### src/design/twf_pkg.sv
// Shared types and constants for the tag weight fold unit.
// Used by the front end, the request queue, the fold engine and the top level.
package twf_pkg;

  localparam int TAG_BITS_DEF = 64;
  localparam int unsigned RESULT_CAP_DEF = 268435456;
  localparam logic [31:0] BLOCKED_CODE_DEF = 32'hFFFF_FFFF;

  localparam int WORD_W   = 64;
  localparam int INDEX_W  = 6;
  localparam int WEIGHT_W = 33;

  localparam logic [WEIGHT_W-1:0] ONE_Q16    = WEIGHT_W'(65536);
  localparam logic [WEIGHT_W-1:0] WEIGHT_MAX = WEIGHT_W'(64'h1_0000_0000);

  localparam int QUEUE_DEPTH = 2;

  localparam logic CMD_FOLD = 1'b0;
  localparam logic CMD_LOAD = 1'b1;

  // One classified request as it travels from the front end to the fold engine.
  typedef struct packed {
    logic                load;
    logic                blocked;
    logic [WORD_W-1:0]   word;
    logic [INDEX_W-1:0]  idx;
    logic [WEIGHT_W-1:0] mult_w;
    logic [WEIGHT_W-1:0] add_w;
  } twf_item_t;

endpackage

### src/design/twf_front.sv
// Front end: classifies incoming requests, applies the masks and clamps weights.
// Depends on twf_pkg.
module twf_front #(
  parameter int TAG_BITS = twf_pkg::TAG_BITS_DEF
) (
  input  logic                           in_valid,
  input  logic                           q_full,
  input  logic                           cmd,
  input  logic [twf_pkg::WORD_W-1:0]     tag_word,
  input  logic [twf_pkg::INDEX_W-1:0]    tag_index,
  input  logic [twf_pkg::WEIGHT_W-1:0]   mult_weight,
  input  logic [twf_pkg::WEIGHT_W-1:0]   add_weight,
  input  logic [twf_pkg::WORD_W-1:0]     veto_mask,
  input  logic [twf_pkg::WORD_W-1:0]     need_mask,
  output logic                           in_stall,
  output logic                           q_push,
  output twf_pkg::twf_item_t             q_item
);
  import twf_pkg::*;

  localparam logic [WORD_W-1:0] FOLD_MASK =
    (TAG_BITS >= WORD_W) ? {WORD_W{1'b1}} : ((WORD_W'(1) << TAG_BITS) - WORD_W'(1));

  logic              idx_ok;
  logic              rejected;
  logic [WEIGHT_W-1:0] mult_c;

  always_comb begin
    idx_ok   = (7'(tag_index) < 7'(TAG_BITS));
    rejected = ((tag_word & veto_mask) != '0) ||
               ((need_mask != '0) && ((tag_word & need_mask) == '0));
    mult_c   = (mult_weight > WEIGHT_MAX) ? WEIGHT_MAX : mult_weight;

    q_item.load    = (cmd == CMD_LOAD);
    q_item.blocked = rejected;
    q_item.word    = tag_word & FOLD_MASK;
    q_item.idx     = tag_index;
    q_item.mult_w  = (mult_c == '0) ? ONE_Q16 : mult_c;
    q_item.add_w   = (add_weight > WEIGHT_MAX) ? WEIGHT_MAX : add_weight;
  end

  // A load aimed beyond the table is consumed without entering the queue.
  assign in_stall = q_full;
  assign q_push   = in_valid && !q_full && ((cmd == CMD_FOLD) || idx_ok);

endmodule

### config.mk
export PLATFORM = sky130hd
export DESIGN_NAME = twf_front
export DESIGN_NICKNAME = d
export VERILOG_FILES = /design/src/design/twf_pkg.sv /design/src/design/twf_front.sv
export SDC_FILE = /design/constraint.sdc
export NUM_CORES = 1
export LEC_CHECK = 0
export BUFFER_PORTS_ARGS = -buffer_cell sky130_fd_sc_hd__buf_2
export CAP_MARGIN = 20
export CORE_AREA = 3 3 159 161
export DETAILED_ROUTE_END_ITERATION = 12
export DIE_AREA = 0 0 162 164
export SYNTH_ARGS = -nofsm -noshare
export SYNTH_HDL_FRONTEND = slang
export SYNTH_SLANG_ARGS = --single-unit
### constraint.sdc
create_clock -name vclk -period 4.6
set_clock_uncertainty 0.2 [all_clocks]
set_input_delay 0.69 -clock vclk [all_inputs]
set_output_delay 0.69 -clock vclk [all_outputs]
set_load 0.05 [all_outputs]
==> results by group, run 1 <==
Clock tree
  – Hold buffer count at CTS: 0
  – Post-CTS setup buffer count: 0
  – Cells resized by post-CTS repair: 0

Floorplan
  – Die boundary height: ~160 um
  – I/O pin cnt: 407
  – Core Box Area: 0.0241 sq mm
  – Die Span X: roughly 160 um
  – Initial Utilization: ~8%
  – Area of the die: around 0.027 sq mm
  – Number of rows in the core area: 57

Placement
  – Dpl hpwl: ~17000 um
  – Worst setup timing slack at the placement stage: ~0.95 ns
  – Count of input and output buffers: 393
  – Gp weighted congestion: roughly 1.1
  – Cell area reported after detailed placement: approximately 0.0037 sq mm

GRT
  – GR Util All Layers: about an eighth
  – Number of global-route vias before repair: around 3600
  – Largest net degree at the start of global routing: 33
  – Antenna violations before repair: 0
  – Overflow left after global routing: 0
  – First-pass GRT wire length: roughly 24000 um

Worst hold path
  – Beginning of the worst hold path: tag_index[0]
  – Worst Hold End: q_item[66]
  – Type of the most critical hold path: primary input to output pin
  – Cell depth of the worst hold path: 0

STA
  – Setup-failing EPs final: 0
  – Period utilisation layout: roughly three quarters
  – Setup TNS: 0 ns
  – Setup repair after global routing missed its margin: false
  – Max Clk Rate: ~0.29 GHz
  – Number of hold violations in the final report: 0
  – Actual slew at the worst max-slew pin: about 0.79 ns
  – Number of pins exceeding their max-slew limit in the final report: 0
  – Period minus WS final: roughly 3.5 ns
  – Final worst-path setup slack: 1.11 ns
  – Hold_ws: roughly 1.2 ns
  – Worst max-slew margin expressed relative to the limit: a little under half

Synth
  – Number of warnings printed during yosys synthesis: 0
  – Sequential cell area fraction in the yosys report: 0%
  – Distinct cell type count after synthesis: 17
  – Syn Nets: approximately 530
  – Cells after synthesis: 266
  – Mean instance size in the synthesized netlist: ~7.1 sq um
  – Post-synth design cell area: around 0.0019 sq mm

Cells and area
  – Final #Nets: 850
  – Design Area, Final: 0.00371 sq mm
  – Share of cells above drive strength 1: between 60% and 70%
  – Final sequential cell count: 0
  – Area occupied by registers: 0 sq um
  – Area added between synthesis and finish: 95.3%
  – Most frequent cells in the layout: buf_2 (393), and2_1 (57), nor4_1 (34), a22o_1 (26), a221oi_1 (25)
  – Leading cell type in the layout, fill and taps excluded: buf_2
  – # diodes: 0
  – Clkbuf count: 0

Worst setup path
  – Category of the worst setup path capture point: output pin
  – Highest cell delay on the worst timing path: between 0.5 and 0.6 ns
  – Worst endpoint required time: 3.71 ns
  – Critical path buffer and inverter count: 2
  – Crit-path leading delay family: compound AO/OA/AOI/OAI gates
  – Start-to-end type of the worst setup path: primary input to output pin
  – WP data arrival: 2.60 ns
  – Critical Path, Cell by Cell: buf_2 -> a22o_1 -> a221oi_2 -> nand3_1 -> or4_1 -> o41ai_1 -> buf_2
  – Startpoint type of the worst setup path: primary input
  – Critical Path Fanout Max: 2
  – Top cell by count, worst path: buf_2
  – Cell type of the slowest stage on the worst timing path: or4_1

Detailed routing
  – Post-route antenna net violation count: 0
  – Total Routed Length: approximately 18000 um
  – Via count: around 3700
  – TritonRoute pass-1 iters: 4
  – Number of DRC markers in iteration 0: 218
  – DRC viols: 0
  – Detailed-route vias per instance: 4.04
  – Average wire length per cell after detail routing: 20.0 um

Pwr
  – Total Power: roughly 550 uW
  – Worst IR Drop VDD: between 0.04 and 0.05 mV
  – Pleak: ~2 nW
  – Power density over cell area: between 100 and 150 mW/mm^2

Run
  – Maximum capacitance violations: 0

Status
  – Outcome: finished clean
-- metrics by stage --
step	util, %	instances
after floorplan	-	266
after global placement	15.4	905
after detailed placement	15.4	905
after CTS	15.4	905
after global routing	15.4	905
final	15.4	905
-- worst max path at each step --
stage                    startpoint  depth (start not counted)          end
CTS                    tag_word[28]                          7  q_item[136]
global route            tag_word[5]                          7  q_item[136]
floorplan           mult_weight[25]                          3   q_item[49]
global placement       tag_word[28]                          7  q_item[136]
finish                 need_mask[5]                          7  q_item[136]
detailed placement     tag_word[28]                          7  q_item[136]
-- power breakdown --
part	leakage (nW)	total, mW	internal (mW)	switching (mW)
clock	0	0	0	0
sequential	0	0	0	0
combinational	1.99	0.546	0.167	0.380
-- cells in the mapped netlist, drive strengths merged --
cell type	number	area, sq um
nor2b	7	43.8
o41ai	1	8.76
o21ai	2	10.0
and2	57	357
nor4	34	213
or4	1	7.51
a22oi	12	90.1
nand3	2	10.0
o31ai	1	7.51
nand4	16	115
a221oi	26	234
nand2	1	3.75
clkbuf	7	26.3
buf	73	548
a22o	26	228
-- routing by layer --
metal / track usage [%] / wire [um] / up-vias
met1: 11.2 / 5480 / 1691
li1: - / - / 1624
met2: 25.6 / 10000 / 312
met3: 1.64 / 1650 / 32
met5: 0 / 0 / -
met4: 5.47 / 918 / 0
-- kinds of logic (layout without fill, tap and decap cells) --
logic type	Yosys count	in the layout	synth area share (%)
buffers and inverters	80	395	30.2
AOI/OAI and AO/OA	68	68	30.4
and+or+nand+nor	118	118	39.4
-- final cells by class --
class	instances	area, sq um
multi-input cells	186	1330
fillers	2840	20400
repair buffers	395	1980
well taps	324	405
No activity file was read; power rests on OpenSTA's default activity.
==> run 2: changes to the inputs <==
--- a/config.mk
+++ b/config.mk
@@ -5,11 +5,12 @@
 export SDC_FILE = /design/constraint.sdc
 export NUM_CORES = 1
 export LEC_CHECK = 0
+export ABC_AREA = 1
 export BUFFER_PORTS_ARGS = -buffer_cell sky130_fd_sc_hd__buf_2
 export CAP_MARGIN = 20
-export CORE_AREA = 3 3 159 161
+export CORE_AREA = 3 3 155 157
 export DETAILED_ROUTE_END_ITERATION = 12
-export DIE_AREA = 0 0 162 164
+export DIE_AREA = 0 0 158 160
 export SYNTH_ARGS = -nofsm -noshare
 export SYNTH_HDL_FRONTEND = slang
 export SYNTH_SLANG_ARGS = --single-unit
==> constraint.sdc (replaced) <==
create_clock -name vclk -period 3.4
set_clock_uncertainty 0.2 [all_clocks]
set_input_delay 0.51 -clock vclk [all_inputs]
set_output_delay 0.51 -clock vclk [all_outputs]
set_load 0.05 [all_outputs]
==> run 2 against run 1 <==
Effect of this change:
- area after synthesis is 28% higher
- critical endpoint is now q_item[49]
- via count increased by 11%
- flip-flop and latch count stayed put
- cell area increased by 12%
- clock-buffer cell count stayed put
- core utilization up 3.0 points
- critical path depth rose by 6
- first-iteration DRC count rose by 3.2%
- synthesized cell count rose by 72%
- critical path type unchanged
- worst setup slack worse by 0.52 ns
- global-route usage fell by 1.0 points
==> results by group, run 2 <==
Status
  – Outcome: finished clean (unchanged)

STA
  – Max Clk Rate: ~0.36 GHz
  – Period utilisation layout: slightly above 80%
  – Setup TNS: 0 ns (unchanged)
  – Number of hold violations in the final report: 0 (unchanged)
  – Number of pins exceeding their max-slew limit in the final report: 0 (unchanged)
  – Worst max-slew margin expressed relative to the limit: 57.3% (was 47.5%)
  – Setup repair after global routing missed its margin: false (unchanged)
  – Setup-failing EPs final: 0 (unchanged)
  – Actual slew at the worst max-slew pin: 0.634 ns (was 0.787 ns)
  – Period minus WS final: approximately 2.8 ns

Pwr
  – Worst IR Drop VDD: 0.0770 mV (was 0.0472 mV)
  – Clock power share: 0% (about the same)
  – Switching power as a share of total power: 69.2% (was 69.5%)
  – Total Power: 756 uW (was 546 uW)
  – Internal Pwr Total: 233 uW (was 167 uW)
  – Net Sw Power: 523 uW (was 380 uW)
  – Power density over cell area: 181 mW/mm^2 (was 147 mW/mm^2)
  – Share of total power in sequential cells: 0% (about the same)
  – Pleak: 2.57 nW (was 1.99 nW)
  – Power share of the combinational group: 100.0% (about the same)

Worst setup path
  – Category of the worst setup path capture point: output pin (unchanged)
  – Startpoint type of the worst setup path: primary input (unchanged)
  – Start-to-end type of the worst setup path: primary input to output pin (unchanged)
  – Worst endpoint required time: 2.69 ns (was 3.71 ns)
  – WP data arrival: 2.09 ns (was 2.60 ns)
  – Highest cell delay on the worst timing path: 0.42 ns (was 0.57 ns)
  – Critical Path Fanout Max: 18 (was 2)
  – Critical Path, Cell by Cell: buf_2 -> nor2_1 -> nand2_1 -> nor2_1 -> nand2_1 -> nor2_1 -> nor2_2 -> buf_6 -> a21oi_1 -> nor2_1 -> nand2_1 -> nand2_1 -> buf_2 (was buf_2 -> a22o_1 -> a221oi_2 -> nand3_1 -> or4_1 -> o41ai_1 -> buf_2)
  – Cell type of the slowest stage on the worst timing path: nor2_2 (was or4_1)

Detailed routing
  – DRC viols: 0 (unchanged)
  – Via count: 4075 (was 3659)
  – Detailed-route vias per instance: 3.86 (was 4.04)
  – Number of DRC markers in iteration 0: 225 (was 218)
  – TritonRoute pass-1 iters: 5 (was 4)
  – Total Routed Length: 16100 um (was 18100 um)
  – Post-route antenna net violation count: 0 (unchanged)
  – Average wire length per cell after detail routing: 15.2 um (was 20.0 um)

Cells and area
  – Area occupied by registers: 0 sq um (unchanged)
  – Final core utilization: 18.4% (was 15.4%)
  – Leading cell type in the layout, fill and taps excluded: buf_2 (unchanged)
  – Design Area, Final: 0.00417 sq mm (was 0.00371 sq mm)
  – Final #Nets: 1041 (was 850)
  – Most frequent cells in the layout: buf_2 (393), nand2_1 (99), nor2_1 (86), inv_1 (68), a22o_1 (31) (was buf_2 (393), and2_1 (57), nor4_1 (34), a22o_1 (26), a221oi_1 (25))
  – Clkbuf count: 0 (unchanged)
  – Final sequential cell count: 0 (unchanged)
  – # diodes: 0 (unchanged)
  – Area added between synthesis and finish: 71.0% (was 95.3%)
  – Number of filler cells placed in the layout: 2647 (was 2840)
  – Share of cells above drive strength 1: 55.4% (was 68.3%)

Synth
  – Mean instance size in the synthesized netlist: 5.32 sq um (was 7.15 sq um)
  – Share of Yosys cell area claimed by the top area cell type: 22.5% (was 28.8%)
  – Commonest cells in the synthesized netlist: nand2_1 (99), nor2_1 (87), buf_4 (73) (was buf_4 (73), and2_1 (57), nor4_1 (34))
  – Number of warnings printed during yosys synthesis: 0 (unchanged)
  – Distinct cell type count after synthesis: 22 (was 17)
  – Post-synth design cell area: 0.00244 sq mm (was 0.00190 sq mm)
  – Cells after synthesis: 458 (was 266)
  – Syn Nets: 725 (was 533)
  – Sequential cell area fraction in the yosys report: 0% (unchanged)
  – Most frequently used cell type in the post-synthesis netlist: nand2_1 (was buf_4)
  – Cell types with the largest area share after synthesis: buf_4 (22%), nand2_1 (15%), nor2_1 (13%), a22o_1 (11%), inv_1 (10%) (was buf_4 (29%), and2_1 (19%), a22o_1 (12%), a221oi_1 (12%), nor4_1 (11%))
  – Cell taking the most area after synthesis: buf_4 (unchanged)

Placement
  – Count of input and output buffers: 393 (unchanged)
  – Gp weighted congestion: 0.860 (was 1.07)
  – Cell area reported after detailed placement: 0.00415 sq mm (was 0.00371 sq mm)
  – Dpl hpwl: 15200 um (was 16900 um)

Worst hold path
  – Cell depth of the worst hold path: 0 (unchanged)
  – Type of the most critical hold path: primary input to output pin (unchanged)

GRT
  – GR Util All Layers: 11.0% (was 12.1%)
  – Number of global-route vias before repair: 3901 (was 3642)
  – Largest net degree at the start of global routing: 33 (unchanged)
  – First-pass GRT wire length: 21100 um (was 23500 um)
  – Overflow left after global routing: 0 (unchanged)
  – Antenna violations before repair: 2 (was 0)

Floorplan
  – Die boundary height: 160 um (was 164 um)
  – Core Box Area: 0.0226 sq mm (was 0.0241 sq mm)
  – Initial Utilization: 10.8% (was 7.89%)
  – I/O pin cnt: 407 (unchanged)
  – Area of the die: 0.0253 sq mm (was 0.0266 sq mm)
  – Number of rows in the core area: 55 (was 57)
  – Die Span X: 158 um (was 162 um)

Clock tree
  – Cells resized by post-CTS repair: 0 (unchanged)
  – Post-CTS setup buffer count: 0 (unchanged)
  – Hold buffer count at CTS: 0 (unchanged)

Run
  – Maximum capacitance violations: 0 (unchanged)
==> run 2: path summary, 6_finish.rpt <==
check | from | to
hold / removal | tag_index[2] | q_item[68]
setup / recovery | mult_weight[16] | q_item[49]
==> run 2: area by class of cell <==
type / count / area (sq um) / share of cell area (%)
inverters: 68 / 255 / 6.13
multi-input cells: 309 / 1570 / 37.6
well taps: 285 / 357 / 8.56
repair buffers: 395 / 1990 / 47.7
==> run 2: worst max-delay path: cells and delay by family <==
family,cells,cell delay (ns)
simple gates,9,0.92
buf+inv,3,0.61
compound gates,1,0.05
==> run 2: per-layer routing <==
| metal | share of wire [%] | global-route usage [%] | vias to the layer above |
|---|---|---|---|
| met5 | 0.17 | 0 | - |
| met4 | 1.0 | 0.821 | 4 |
| met3 | 9.6 | 1.95 | 12 |
| met2 | 55 | 23.9 | 271 |
| met1 | 35 | 10.9 | 1762 |
| li1 | - | - | 2026 |
==> run 2: logic make-up (layout without fill, tap and decap cells) <==
group | count (synthesis) | in the layout | synth area share [%]
AO/OA/AOI/OAI | 44 | 44 | 15.0
buffers and inverters | 149 | 463 | 35.7
AND/OR/NAND/NOR | 265 | 265 | 49.3
==> run 2: power groups by stage <==
| stage | Sequential [mW] | Clock, mW | Combinational [mW] |
|---|---|---|---|
| 2_1_floorplan | 0 | 0 | 0.522 |
| 3_3_place_gp | 0 | 0 | 0.757 |
| 3_5_place_dp | 0 | 0 | 0.759 |
| 4_1_cts | 0 | 0 | 0.761 |
| 5_1_grt | 0 | 0 | 0.807 |
| 6_report | 0 | 0 | 0.756 |
==> run 2: metrics by stage <==
| step | cells | hold slack (ns) | setup WS (ns) |
|---|---|---|---|
| after floorplan | 458 | 0.974 | 0.870 |
| after global placement | 1056 | 0.820 | 0.380 |
| after detailed placement | 1056 | 0.820 | 0.350 |
| after CTS | 1056 | 0.820 | 0.346 |
| after global routing | 1057 | 0.820 | 0.427 |
| final | 1057 | 0.820 | 0.596 |
