===== src/design/twf_pkg.sv =====
// Shared types and constants for the tag weight fold unit.
// Used by the front end, the request queue, the fold engine and the top level.
package twf_pkg;

  localparam int TAG_BITS_DEF = 64;
  localparam int unsigned RESULT_CAP_DEF = 268435456;
  localparam logic [31:0] BLOCKED_CODE_DEF = 32'hFFFF_FFFF;

  localparam int WORD_W   = 64;
  localparam int INDEX_W  = 6;
  localparam int WEIGHT_W = 33;

  localparam logic [WEIGHT_W-1:0] ONE_Q16    = WEIGHT_W'(65536);
  localparam logic [WEIGHT_W-1:0] WEIGHT_MAX = WEIGHT_W'(64'h1_0000_0000);

  localparam int QUEUE_DEPTH = 2;

  localparam logic CMD_FOLD = 1'b0;
  localparam logic CMD_LOAD = 1'b1;

  // One classified request as it travels from the front end to the fold engine.
  typedef struct packed {
    logic                load;
    logic                blocked;
    logic [WORD_W-1:0]   word;
    logic [INDEX_W-1:0]  idx;
    logic [WEIGHT_W-1:0] mult_w;
    logic [WEIGHT_W-1:0] add_w;
  } twf_item_t;

endpackage


===== src/design/twf_queue.sv =====
// Short in-order queue between the front end and the fold engine.
// Depends on twf_pkg.
module twf_queue (
  input  logic               clk,
  input  logic               rst,
  input  logic               push,
  input  twf_pkg::twf_item_t push_item,
  input  logic               pop,
  output logic               full,
  output logic               not_empty,
  output twf_pkg::twf_item_t head
);
  import twf_pkg::*;

  localparam int PTR_W = $clog2(QUEUE_DEPTH);

  twf_item_t         slots [QUEUE_DEPTH];
  logic [PTR_W-1:0]  wr_ptr;
  logic [PTR_W-1:0]  rd_ptr;
  logic [PTR_W:0]    count;

  assign full      = (count == (PTR_W+1)'(QUEUE_DEPTH));
  assign not_empty = (count != '0);
  assign head      = slots[rd_ptr];

  always_ff @(posedge clk) begin
    if (push) begin
      slots[wr_ptr] <= push_item;
    end
  end

  always_ff @(posedge clk) begin
    if (rst) begin
      wr_ptr <= '0;
      rd_ptr <= '0;
      count  <= '0;
    end else begin
      if (push) wr_ptr <= wr_ptr + PTR_W'(1);
      if (pop)  rd_ptr <= rd_ptr + PTR_W'(1);
      count <= count + (PTR_W+1)'(push) - (PTR_W+1)'(pop);
    end
  end

endmodule


===== config.mk =====
export PLATFORM = sky130hd
export DESIGN_NAME = twf_queue
export DESIGN_NICKNAME = d
export VERILOG_FILES = /design/src/design/twf_pkg.sv /design/src/design/twf_queue.sv
export SDC_FILE = /design/constraint.sdc
export NUM_CORES = 1
export LEC_CHECK = 0
export BUFFER_PORTS_ARGS = -buffer_cell sky130_fd_sc_hd__clkbuf_2
export CORE_MARGIN = 8
export CORE_UTILIZATION = 52
export CTS_CLUSTER_DIAMETER = 100
export DETAILED_ROUTE_END_ITERATION = 10
export PLACE_DENSITY = 0.79
export SLEW_MARGIN = 20
export SYNTH_ARGS = -nofsm -noshare
export SYNTH_HDL_FRONTEND = slang
export SYNTH_SLANG_ARGS = --single-unit

===== constraint.sdc =====
create_clock -name clk -period 8 [get_ports clk]
set_input_delay 0.8 -clock clk [delete_from_list [all_inputs] [get_ports clk]]
set_output_delay 0.8 -clock clk [all_outputs]
set_load 0.005 [all_outputs]

==> impl_metrics.py, run 1 <==
metrics = {
    "drt": {
        "dr.pass1.iters": 4,
        "routed_wl_mm": 20.5,
        "vias": 5155,
        "via_per_inst": 4.98,
        "wl_per_cell_um": 19.8,
        "route.detailed.drc": 0,
        "drt.antenna.violating_nets": 0,
        "drt-initial-drc-count": 196,
    },
    "global_routing": {
        "overflow": 0,
        "grt.total_usage": 0.161,
        "grt_max_degree": 87,
        "grt_pass1_vias": 5757,
        "antenna_found_initial": 0,
        "grt_pass1_wl_mm": 30.4,
    },
    "sta": {
        "relSlewSlack": 0.340,
        "post-route-period-util": 0.395,
        "slew_violations": 0,
        "hold_violations": 0,
        "rsz0062_at_grt": "no",
        "fin_worst_skew_ns": 0.0112,
        "fin_setup_tns_ns": 0,
        "tightest_slew_ns": 0.990,
        "finalSetupViolations": 0,
        "fmax_mhz": 317,
        "period_needed_ns": 3.16,
    },
    "synth": {
        "syn_inst": 450,
        "syn_avg_cell_area_sq_um": 22.7,
        "async_flop_share": 0,
        "synth.yosys.warnings": 0,
        "synth.top_cells.by_count": "edfxtp_1, mux2_2, buf_6",
        "yosys-top-cells-area": "edfxtp_1, mux2_2, buf_6",
        "syn_area_sq_um": 10200,
        "synth_top_area_frac": 0.811,
        "yosysUniqueCellTypes": 13,
        "synth_nets": 594,
        "synth_top_cell_by_area": "edfxtp_1",
        "synth_seq_cells": 281,
        "synthMostInstantiatedCell": "edfxtp_1",
        "synthFlopType": "edfxtp_1",
        "ys_seq_area_frac": 0.820,
        "synth-edff-count": 276,
    },
    "setup_path": {
        "path_buf_inv": 2,
        "reg2reg_slack_ns": 5.04,
        "cp_max_fo": 53,
        "crit_type": "reg -> out",
        "startpoint_type": "register",
        "worst_setup_path_end_kind": "output pin",
        "critical-path-top-delay-family": "buffers and inverters",
        "crit_chain": "buf_4, mux2_2, clkbuf_2",
        "worst-r2r-cell-count": 3,
        "critPathMaxStageDelay_ns": 0.62,
        "required_ns": 7.20,
        "cp.arrival_ns": 2.36,
        "r2r-end": "slots[0][49]",
        "critPathSlowestCell": "buf_4",
        "reg2reg_from": "wr_ptr",
    },
    "place": {
        "port_buffers": 281,
        "gp_congestion": 0.784,
        "place_hpwl_mm": 14.3,
    },
    "cts": {
        "cts_root_buffer": "clkbuf_16",
        "path_clk_slew_ns": 0.06,
        "ctsResizeCount": 0,
        "clk_latency_ns": 0.52,
        "cts.path.max_buffers": 3,
        "cts_hold_buf": 0,
        "cts_num_sinks": 281,
        "cts-htree-levels": 1,
        "cts_tree": "built",
        "cts_setup_buffers": 0,
        "numCtsBuffers": 28,
    },
    "cells_and_area": {
        "num_antenna_cells": 0,
        "fin_nets": 895,
        "drive_gt1_frac": 0.603,
        "area_growth_pct": 24.3,
        "fillCellCount": 1356,
    },
    "pwr": {
        "powerDensity_nw_per_um2": 256,
        "peakVddDrop_uv": 218,
        "design_power_total_w": 0.00325,
        "leakagePower_nw": 4.83,
    },
    "hold_path": {
        "min_path_type": "in -> reg",
        "hp-start": "push_item[126]",
        "hold_depth": 1,
        "hold_end": "slots[1][126]",
    },
    "flow_run": {
        "maxCapViolCount": 0,
    },
    "die": {
        "die_area_sq_um": 24400,
        "die_x_um": 156,
        "start_util": 0.527,
        "num_rows": 51,
        "coreArea_sq_um": 19400,
        "chipHeight_um": 156,
        "io_pins": 282,
    },
    "run_status": {
        "outcome": "finished, final reports clean",
    },
}
routing by layer:
metal / global-route usage / vias up / routed length [um]
met1: 0.168 / 2497 / 7260
met2: 0.296 / 208 / 10800
met4: 0.0604 / 0 / 662
li1: - / 2403 / -
met5: 0 / - / 0
met3: 0.0543 / 47 / 1840
where the power goes:
| part | leakage (nW) | switching, W | internal [W] |
|---|---|---|---|
| Sequential | 2.63 | 0.0000275 | 0.00172 |
| Combinational | 1.78 | 0.000160 | 0.000163 |
| Clock | 0.417 | 0.000494 | 0.000690 |
| Total | 4.83 | 0.000681 | 0.00257 |
registers in the layout, indices dropped and copies added (netlist names), named ones only:
| register | count |
|---|---|
| slots | 276 |
| wr_ptr | 1 |
| rd_ptr | 1 |
| count | 2 |
stage by stage:
step           hold WS (ns)  std cells  cell area, sq um  worst slack [ns]  utilization
2_1_floorplan         0.480        450             10200             0.571            -
3_3_place_gp          0.494        985             11800              4.51        0.610
3_5_place_dp          0.538        985             11800              4.35        0.610
4_1_cts               0.439       1035             12700              4.23        0.654
5_1_grt               0.443       1036             12700              4.71        0.655
6_report              0.463       1036             12700              4.84        0.655
logic make-up (layout without fill, tap and decap cells):
kind of cell  after synthesis  after routing  share of synthesized area
xor+xnor                    3              3                    0.00392
mux                       138            138                      0.152
flops                     281            281                      0.820
fa+ha+maj                   2              2                    0.00245
simple gates                9              9                    0.00453
buf+inv                    17            338                     0.0166
worst max path at each step:
stage,startpoint,end,slack (ns),depth (start not counted)
global route,register,head[105],4.71,3
global placement,push,slots[0][13],4.51,4
CTS,register,head[105],4.23,3
floorplan,push,slots[0][0],0.57,1
finish,register,head[105],4.84,3
detailed placement,push,slots[0][8],4.35,4
area by class of cell:
type | count | area [sq um] | area share
timing repair buffer | 286 | 1460 | 0.115
clock inverter | 14 | 87.6 | 0.00689
multi-input combinational | 152 | 1680 | 0.132
tap | 265 | 332 | 0.0261
clock buffer | 36 | 752 | 0.0592
sequential | 281 | 8390 | 0.660
inverter | 2 | 7.51 | 0.000591
cell usage in the layout, fill, tap and decap left out:
cell,instances
xnor2_1,2
mux2_2,138
clkbuf_1,7
nor2_1,4
dfxtp_1,4
clkinv_1,6
and2_4,1
dfxtp_4,1
nor2b_4,1
xnor3_1,1
clkinv_2,7
buf_16,1
or2_2,1
clkbuf_16,29
buf_4,4
ha_1,2
nor2b_1,2
bufinv_16,1
edfxtp_1,276
inv_1,2
clkbuf_2,281
Power figures use the tool's default switching activity.
==> run 2, diff against run 1 <==
==> constraint.sdc (replaced) <==
create_clock -name clk -period 3.25 [get_ports clk]
set_input_delay 0.325 -clock clk [delete_from_list [all_inputs] [get_ports clk]]
set_output_delay 0.325 -clock clk [all_outputs]
set_load 0.005 [all_outputs]
==> impl_metrics.py, run 2 (synthesized netlist as in run 1, its figures left out) <==
metrics = {
    "sta": {
        "finalSetupViolations": 0,
        "post-route-period-util": 0.792,
        "fmax_mhz": 388,
        "relSlewSlack": 0.570,
        "setup_ws_ns": 0.675,
        "hold_violations": 0,
        "slew_violations": 0,
        "tightest_slew_ns": 0.644,
        "fin_setup_tns_ns": 0,
        "period_needed_ns": 2.58,
        "fin_worst_skew_ns": 0.0209,
        "rsz0062_at_grt": "no",
    },
    "drt": {
        "route.detailed.drc": 0,
        "vias": 5956,
        "drt-initial-drc-count": 301,
        "routed_wl_mm": 25.3,
        "dr.pass1.iters": 4,
        "drt.antenna.violating_nets": 0,
        "via_per_inst": 5.04,
        "wl_per_cell_um": 21.4,
    },
    "pwr": {
        "powerDensity_nw_per_um2": 598,
        "sequentialPowerShare": 0.507,
        "peakVddDrop_uv": 518,
        "cell_internal_pwr_w": 0.00670,
        "leakagePower_nw": 5.47,
        "p_clk_frac": 0.380,
        "p_sw_w": 0.00182,
        "combPwrFrac": 0.113,
        "switching_share": 0.214,
    },
    "setup_path": {
        "cp_max_fo": 35,
        "required_ns": 2.92,
        "critPathMaxStageDelay_ns": 0.65,
        "startpoint_type": "register",
        "r2r-end": "slots[1][91]",
        "crit_type": "reg -> out",
        "endpoint": "head[67]",
        "crit_chain": "buf_4, mux2_2, clkbuf_2",
        "reg2reg_from": "wr_ptr",
        "worst-r2r-cell-count": 2,
        "cp.arrival_ns": 2.25,
        "reg2reg_slack_ns": 1.58,
        "worst_setup_path_end_kind": "output pin",
        "critPathSlowestCell": "dfxtp_4",
    },
    "cells_and_area": {
        "mostFrequentLayoutCell": "clkbuf_2",
        "fin_nets": 1037,
        "area_growth_pct": 39.3,
        "drive_gt1_frac": 0.514,
        "fillCellCount": 1156,
        "seq_area_sq_um": 8390,
        "largestRegisters": "slots x276, count x2",
        "multiInputGateArea_sq_um": 1680,
        "mostFrequentLayoutCells": "clkbuf_2, edfxtp_1, dlygate4sd3_1, mux2_2, clkbuf_16",
        "largest-register": "slots",
        "largest_reg_flops": 276,
    },
    "die": {
        "chipHeight_um": 156,
        "die_x_um": 156,
        "coreArea_sq_um": 19400,
        "start_util": 0.527,
        "die_area_sq_um": 24400,
        "io_pins": 282,
        "num_rows": 51,
    },
    "run_status": {
        "outcome": "finished, final reports clean",
    },
    "cts": {
        "cts_tree": "built",
        "ctsResizeCount": 0,
        "path_clk_slew_ns": 0.06,
        "cts_num_sinks": 281,
        "cts_setup_buffers": 0,
        "numCtsBuffers": 29,
        "cts_root_buffer": "clkbuf_16",
        "cts-htree-levels": 1,
        "clk_latency_ns": 0.54,
        "cts.path.max_buffers": 3,
    },
    "global_routing": {
        "gr-usage-met2": 0.379,
        "busiest_layer": "met2",
        "grt_pass1_vias": 6742,
        "grt.total_usage": 0.204,
        "grt_pass1_wl_mm": 37.9,
        "grt_max_degree": 115,
        "overflow": 0,
        "grtUsageMet1": 0.213,
        "antenna_found_initial": 3,
        "grtUsageMet3": 0.0560,
    },
    "flow_run": {
        "maxCapViolCount": 0,
    },
    "place": {
        "gp_congestion": 0.767,
        "dp_slack_ns": 1.27,
        "place_hpwl_mm": 14.8,
        "port_buffers": 281,
    },
    "hold_path": {
        "min_path_type": "in -> reg",
    },
}
-- run 2: cell types whose count changed in the layout (fill, tap and decap cells not counted) --
| cell | before | now |
|---|---|---|
| dlygate4sd3_1 | 0 | 139 |
| buf_12 | 0 | 3 |
| bufinv_16 | 1 | 4 |
| clkinv_2 | 7 | 4 |
| diode_2 | 0 | 3 |
| clkbuf_1 | 7 | 5 |
| inv_6 | 0 | 2 |
| buf_16 | 1 | 0 |
| clkinv_1 | 6 | 7 |
| clkinvlp_4 | 0 | 1 |
-- run 2: metrics by stage --
stage          area (sq um)  hold slack (ns)  power [W]  utilization  std cells
5_1_grt               14200            0.113    0.00880        0.734       1181
3_3_place_gp          11900            0.494    0.00515        0.614        988
3_5_place_dp          11900            0.518    0.00520        0.614        988
2_1_floorplan         10200            0.397    0.00480            -        450
4_1_cts               14200           0.0902    0.00855        0.734       1179
6_report              14200            0.104    0.00852        0.734       1182
-- run 2: power groups by stage --
stage,Clock (W),Combinational (W),Sequential [W]
5_1_grt,0.00343,0.00104,0.00433
2_1_floorplan,0,0.000444,0.00435
3_3_place_gp,0,0.000780,0.00437
3_5_place_dp,0,0.000811,0.00439
4_1_cts,0.00328,0.000957,0.00431
6_report,0.00324,0.000965,0.00431
-- run 2: worst min path at each step --
stage | start | endpoint | slack, ns | cells past startpoint
detailed placement | push_item[23] | slots[1][23] | 0.52 | 1
CTS | pop | rd_ptr | 0.09 | 3
floorplan | rst | count[0] | 0.40 | 1
global route | pop | rd_ptr | 0.11 | 3
finish | pop | rd_ptr | 0.10 | 3
global placement | rd_ptr | register | 0.49 | 2
-- run 2: what timing repair did --
action,in CTS,in global routing
endpoints found under the hold margin,281,0
endpoints found under the setup margin,0,0
hold buffers,139,0
-- run 2: area by class of cell --
cell class                 count  share of cell area
antenna                        3            0.000527
clock buffer                  34              0.0523
clock inverter                18              0.0134
inverter                       2            0.000527
multi-input combinational    152               0.118
sequential                   281               0.589
tap                          265              0.0233
timing repair buffer         427               0.203
-- run 2: worst max-delay path: cells and delay by family (launching register included) --
kind | cells | cell delay, ns
DFF | 1 | 0.65
muxes | 1 | 0.40
buffers and inverters | 2 | 0.62
-- run 2: layer usage --
layer / share of wire / vias to the layer above / wire length, um
met5: 0.00032 / - / 8
met4: 0.036 / 2 / 900
met3: 0.078 / 68 / 1960
met2: 0.54 / 275 / 13700
met1: 0.34 / 2923 / 8720
li1: - / 2688 / -
==> run 3, diff against run 2 <==
==> constraint.sdc (replaced) <==
create_clock -name clk -period 2.52 [get_ports clk]
set_input_delay 0.252 -clock clk [delete_from_list [all_inputs] [get_ports clk]]
set_output_delay 0.252 -clock clk [all_outputs]
set_load 0.005 [all_outputs]
==> impl_metrics.py, run 3 (synthesized netlist as in run 1, its figures left out) <==
metrics = {
    "sta": {
        "rsz0062_at_grt": "no",
        "finalSetupViolations": 0,
        "fmax_mhz": 462,
        "period_needed_ns": 2.16,
        "post-route-period-util": 0.859,
        "tightest_slew_ns": 0.421,
        "fin_worst_skew_ns": 0.0112,
        "relSlewSlack": 0.719,
        "slew_violations": 0,
        "setup_ws_ns": 0.355,
        "hold_violations": 0,
    },
    "global_routing": {
        "antenna_found_initial": 1,
        "grt.total_usage": 0.199,
        "grt_max_degree": 70,
        "grt_pass1_vias": 6714,
        "grt_pass1_wl_mm": 37.5,
        "overflow": 0,
    },
    "cells_and_area": {
        "seq_area_sq_um": 8390,
        "multiInputGateArea_sq_um": 1680,
        "drive_gt1_frac": 0.521,
        "mostFrequentLayoutCell": "clkbuf_2",
        "finalNonFillerCells": 1180,
        "largestRegisters": "slots x276, count x2",
        "final_area_sq_um": 14200,
        "area_growth_pct": 39.4,
        "largest_reg_flops": 276,
        "fin_nets": 1036,
        "largest-register": "slots",
        "fillCellCount": 1121,
        "mostFrequentLayoutCells": "clkbuf_2, edfxtp_1, dlygate4sd3_1, mux2_2, clkbuf_16",
        "utilization": 0.735,
    },
    "drt": {
        "route.detailed.drc": 0,
        "via_per_inst": 5.00,
        "drt.antenna.violating_nets": 0,
        "wl_per_cell_um": 21.1,
        "drt-initial-drc-count": 352,
        "dr.pass1.iters": 5,
        "routed_wl_mm": 24.9,
        "vias": 5897,
    },
    "cts": {
        "numCtsBuffers": 28,
        "cts_root_buffer": "clkbuf_16",
        "clk_latency_ns": 0.52,
        "path_clk_slew_ns": 0.06,
        "cts_num_sinks": 281,
        "cts_setup_buffers": 0,
        "cts_tree": "built",
        "cts-htree-levels": 1,
        "cts.path.max_buffers": 3,
    },
    "setup_path": {
        "crit_chain": "buf_12, mux2_2, clkbuf_2",
        "required_ns": 2.27,
        "critPathMaxStageDelay_ns": 0.46,
        "critPathSlowestCell": "dfxtp_4",
        "r2r-end": "slots[1][104]",
        "cp_max_fo": 67,
        "cp.arrival_ns": 1.91,
        "worst_setup_path_end_kind": "output pin",
        "reg2reg_slack_ns": 1.02,
        "reg2reg_from": "wr_ptr",
        "worst-r2r-cell-count": 2,
        "crit_type": "reg -> out",
        "startpoint_type": "register",
    },
    "place": {
        "port_buffers": 281,
        "dp_slack_ns": 0.876,
        "place_area_sq_um": 11900,
        "gp_congestion": 0.771,
        "place_hpwl_mm": 14.8,
        "dp_cells": 988,
    },
    "pwr": {
        "powerDensity_nw_per_um2": 763,
        "design_power_total_w": 0.0109,
        "peakVddDrop_uv": 802,
        "leakagePower_nw": 5.48,
    },
    "die": {
        "die_x_um": 156,
        "io_pins": 282,
        "chipHeight_um": 156,
        "die_area_sq_um": 24400,
        "num_rows": 51,
        "coreArea_sq_um": 19400,
        "start_util": 0.527,
    },
    "flow_run": {
        "maxCapViolCount": 0,
    },
    "hold_path": {
        "hold_end": "wr_ptr",
        "hold_depth": 3,
        "min_path_type": "in -> reg",
        "hp-start": "push",
    },
    "run_status": {
        "outcome": "finished, final reports clean",
    },
}
## run 3: cell count changes in the layout (fill, tap and decap cells not counted), sizes merged
cell,delta
bufinv,-1
clkbuf,-4
clkinv,+7
diode,-2
inv,-2
## run 3: timing repair
action,CTS,global route
resized for setup,0,0
hold endpoints to repair,281,0
hold buffers,139,0
## run 3: how the worst max path moves through the flow
stage,start,cells after the start,end
floorplan,wr_ptr,1,slots[0][0]
global placement,register,3,head[132]
detailed placement,register,3,head[132]
CTS,register,3,head[132]
global route,register,3,head[121]
finish,register,3,head[121]
## run 3: where the power goes
group          total [W]  switching, W  internal, W
Clock            0.00404       0.00164      0.00239
Sequential       0.00555     0.0000873      0.00546
Combinational    0.00128      0.000606     0.000679
Total             0.0109       0.00234      0.00853
## run 3: per-layer routing
| metal | part of all wire | up-vias | global-route usage |
|---|---|---|---|
| met5 | 0 | - | 0 |
| met4 | 0.021 | 0 | 0.0545 |
| met3 | 0.086 | 40 | 0.0609 |
| met2 | 0.54 | 260 | 0.370 |
| met1 | 0.35 | 2908 | 0.215 |
| li1 | - | 2689 | - |
## run 3: worst max-delay path: cells and delay by family (launching register included)
kind	cells	cell delay, ns
buffers and inverters	2	0.47
DFF	1	0.46
muxes	1	0.40
## run 3: area by class of cell
type / instances / share of cell area
repair buffers: 427 / 0.205
well taps: 265 / 0.0233
clock buffers: 30 / 0.0512
diodes: 1 / 0.000176
multi-input cells: 152 / 0.118
flip-flops and latches: 281 / 0.589
clock inverters: 22 / 0.0129
inverters: 2 / 0.000527
## run 3: through the flow
stage	hold slack (ns)	setup TNS (ns)
2_1_floorplan	0.317	-37.64
3_3_place_gp	0.440	0
3_5_place_dp	0.444	0
4_1_cts	0.00516	0
5_1_grt	0.0621	0
6_report	0.0820	0
